**src/sv/tlm_ram.sv**
```systemverilog
// Generic single-port RAM with registered read data.
module tlm_ram #(
    parameter int WIDTH = 8,
    parameter int DEPTH = 16
) (
    input  logic                     i_clk,
    input  logic                     i_we,
    input  logic [$clog2(DEPTH)-1:0] i_addr,
    input  logic [WIDTH-1:0]         i_wdata,
    output logic [WIDTH-1:0]         o_rdata
);

    logic [WIDTH-1:0] r_mem [DEPTH];
    logic [WIDTH-1:0] r_rdata;

    // One read and an optional write per cycle; read data is registered.
    always_ff @(posedge i_clk) begin
        if (i_we) begin
            r_mem[i_addr] <= i_wdata;
        end
        r_rdata <= r_mem[i_addr];
    end

    assign o_rdata = r_rdata;

endmodule

```
**config.mk**
```make
export PLATFORM = sky130hd
export DESIGN_NAME = tlm_ram
export DESIGN_NICKNAME = d
export VERILOG_FILES = /design/src/sv/tlm_ram.sv
export SDC_FILE = /design/constraint.sdc
export NUM_CORES = 1
export LEC_CHECK = 0
export BUFFER_PORTS_ARGS = -buffer_cell sky130_fd_sc_hd__buf_2
export CAP_MARGIN = 5
export CORE_ASPECT_RATIO = 0.7
export CORE_UTILIZATION = 50
export CTS_BUF_LIST = sky130_fd_sc_hd__clkbuf_16
export CTS_CLUSTER_SIZE = 12
export DETAILED_ROUTE_END_ITERATION = 8
export PLACE_DENSITY = 0.7
export REMOVE_ABC_BUFFERS = 1
export SKIP_CTS_REPAIR_TIMING = 1
export SYNTH_ARGS = -nofsm -noshare
export SYNTH_HDL_FRONTEND = slang
export SYNTH_SLANG_ARGS = --single-unit
```
**constraint.sdc**
```tcl
create_clock -name i_clk -period 4.91 [get_ports i_clk]
set_clock_uncertainty 0.15 [all_clocks]
set_input_delay 0.982 -clock i_clk [delete_from_list [all_inputs] [get_ports i_clk]]
set_output_delay 0.982 -clock i_clk [all_outputs]
set_load 0.01 [all_outputs]
```
==> flow_summary_export.csv <==
group,metric,value,unit
power,swShare,20.2,%
placement,dpl.hpwl,6020,um
finish,layout-drive-gt1-share,31.4,%
finish,areaGrowthSynthToFinish,15.9,%
detailed_routing,vias,2353,
finish,final_nets,275,
power,seq_power_share,48.8,%
cts,clk_pin_slew,0.06,ns
synthesis,synth.distinct_cells,18,
detailed_routing,ant_nets,0,
cts,clockRootBuffer,"clkbuf_16",
global_routing,grt_max_degree,40,
floorplan,fp.dieH,86.2,um
placement,dpl.cell_count,370,
worst_hold_path,worstHoldPathCells,3,
cts,clk_latency,0.41,ns
power,vdd_drop_max,0.000286,V
setup_path,reg2reg_depth,3,
synthesis,syn_inst,230,
synthesis,synth-seq-cells,136,
synthesis,synth-adder-area-share,0,%
detailed_routing,drc,0,
setup_path,path_max_fanout,22,
floorplan,core,9760,sq um
power,clkPwrFrac,46.7,%
worst_hold_path,hp-class,"flip-flop to flip-flop",
power,p_switching,0.539,mW
cts,htreeDepth,4,
setup_path,required,4.80,ns
timing,rsz0062_at_grt,"no",
detailed_routing,drt_first_iter_violations,262,
synthesis,synth.area.mux_share,14.2,%
floorplan,row_count,30,
floorplan,die_w,122,um
timing,slew_headroom,21.5,%
detailed_routing,dr.pass1.iters,5,
power,p_comb_share,4.5,%
timing,whs,0.525,ns
floorplan,dieArea,10500,sq um
setup_path,end_kind,"flip-flop",
timing,tightest_slew,1.17,ns
cts,cts_max_path_buffers,2,
timing,setup_viol,0,
placement,placement.io_buffers,21,
timing,fin_crit,2.99,ns
timing,fmaxAchievable,335,MHz
setup_path,startpoint_type,"primary input",
flow_run,max_cap_violations,0,
cts,clock_sinks,136,
power,power.density,455,nW/um^2
global_routing,antenna_found_initial,0,
global_routing,grt_overflow,0,
global_routing,grt.total_usage,21.0,%
synthesis,yosys.area_share.simple,3.21,%
setup_path,path_class,"primary input to flip-flop",
synthesis,syn_avg_cell_area,22.0,sq um
synthesis,synth_top_family_by_area,"multiplexers",
power,power_leakage,1.92,nW
cts,tritoncts,"yes",
synthesis,synth_area,5070,sq um
power,p_int,2.14,mW
timing,tns,0,ns
outcome,status,"finished clean",
floorplan,start_util,51.9,%
synthesis,ys_warn_count,0,
synthesis,synth_xor_area_share,0,%
synthesis,synth_compound_area_share,2.37,%
placement,place_congestion,0.840,
timing,finalHoldViolCount,0,
global_routing,first_global_vias,2361,
floorplan,num_io_pins,22,
synthesis,ys_seq_area_share,79.0,%
cts,cts_buffers,17,
finish,postLayoutCoreUtil,60.2,%
detailed_routing,wl_per_cell,24.3,um
detailed_routing,drt_wl_total,9760,um
global_routing,grt_pass1_wl,14800,um
detailed_routing,vias_per_cell,5.85,
finish,final_cells,402,
setup_path,arrival,2.88,ns
finish,diodes,0,
timing,finalCritPeriodShare,60.9,%
timing,slew_viol_final,0,
## cell families (layout without fill, tap and decap cells)
family | after synthesis | count (layout)
mux | 32 | 32
compound gates | 16 | 16
simple gates | 35 | 35
buf+inv | 11 | 55
flops | 136 | 136
## cell type report
type / instances / area (sq um)
sequential: 136 / 4000
fill: 687 / 3880
multi-input combinational: 83 / 1000
clock buffer: 17 / 425
clock inverter: 15 / 161
tap: 128 / 160
timing repair buffer: 23 / 120
## metal layers
metal / GRT usage, % / wire length [um]
met1: 34.7 / 4630
met2: 25.2 / 4070
met3: 7.04 / 1010
met4: 7.98 / 57
met5: 0 / 0
## cell usage in the layout (no fill, tap or decap)
cell type / instances
clkinvlp_4: 1
clkinv_1: 1
nand2b_1: 2
clkinv_4: 3
dfxtp_1: 8
clkbuf_16: 17
inv_1: 1
nor2_1: 13
buf_2: 21
mux4_2: 32
nand3b_1: 2
clkinv_2: 6
nand3_1: 1
edfxtp_1: 128
and2_1: 1
buf_4: 2
nand2_1: 9
nor3_1: 4
or3b_2: 1
nor2b_1: 2
bufinv_16: 3
a22oi_1: 16
## sequential cells by signal, indices dropped and copies added, names as in the netlist
signal and count:
o_rdata 8, r_mem 128
## stage by stage
| step | instance area, sq um | setup WS [ns] | total power, mW |
|---|---|---|---|
| floorplan | 5010 | 2.29 | 1.38 |
| global placement | 5290 | 1.54 | 1.45 |
| detailed placement | 5290 | 1.47 | 1.45 |
| CTS | 5870 | 1.87 | 2.69 |
| global route | 5870 | 1.65 | 2.75 |
| finish | 5870 | 1.92 | 2.67 |
## synthesized netlist by cell type (all sizes together)
library cell  instances  area share [%]
buf                   8            0.94
mux4                 32              14
nand2b                2            0.25
clkbuf                3            0.25
edfxtp              128              76
nor2b                 2            0.25
nand3b                2            0.30
and2                  1            0.12
dfxtp                 8             3.2
nand3                 1           0.099
nand2                 9            0.67
or3b                  1            0.17
nor2                 13            0.96
a22oi                16             2.4
nor3                  4            0.40
## final timing paths
check / startpoint / endpoint / slack, ns
setup reg to reg: r_mem[3][0] / o_rdata[0] / 3.33
hold reg to reg: r_mem[12][3] / o_rdata[3] / 0.52
setup / recovery: i_addr[0] / r_mem[3][1] / 1.92
hold / removal: r_mem[12][3] / o_rdata[3] / 0.52
## worst max-delay path, stage by stage
cell and delay, ns:
buf_2 0.59, buf_4 0.43, nand2_1 0.21, nor2_1 0.65
## power by group through the flow
| stage | clock network (mW) | registers (mW) | logic, mW |
|---|---|---|---|
| global placement | 0 | 1.33 | 0.119 |
| detailed placement | 0 | 1.33 | 0.121 |
| global route | 1.31 | 1.31 | 0.131 |
| floorplan | 0 | 1.33 | 0.0534 |
| CTS | 1.26 | 1.31 | 0.121 |
| finish | 1.25 | 1.31 | 0.120 |
No activity file was read; power rests on OpenSTA's default activity.
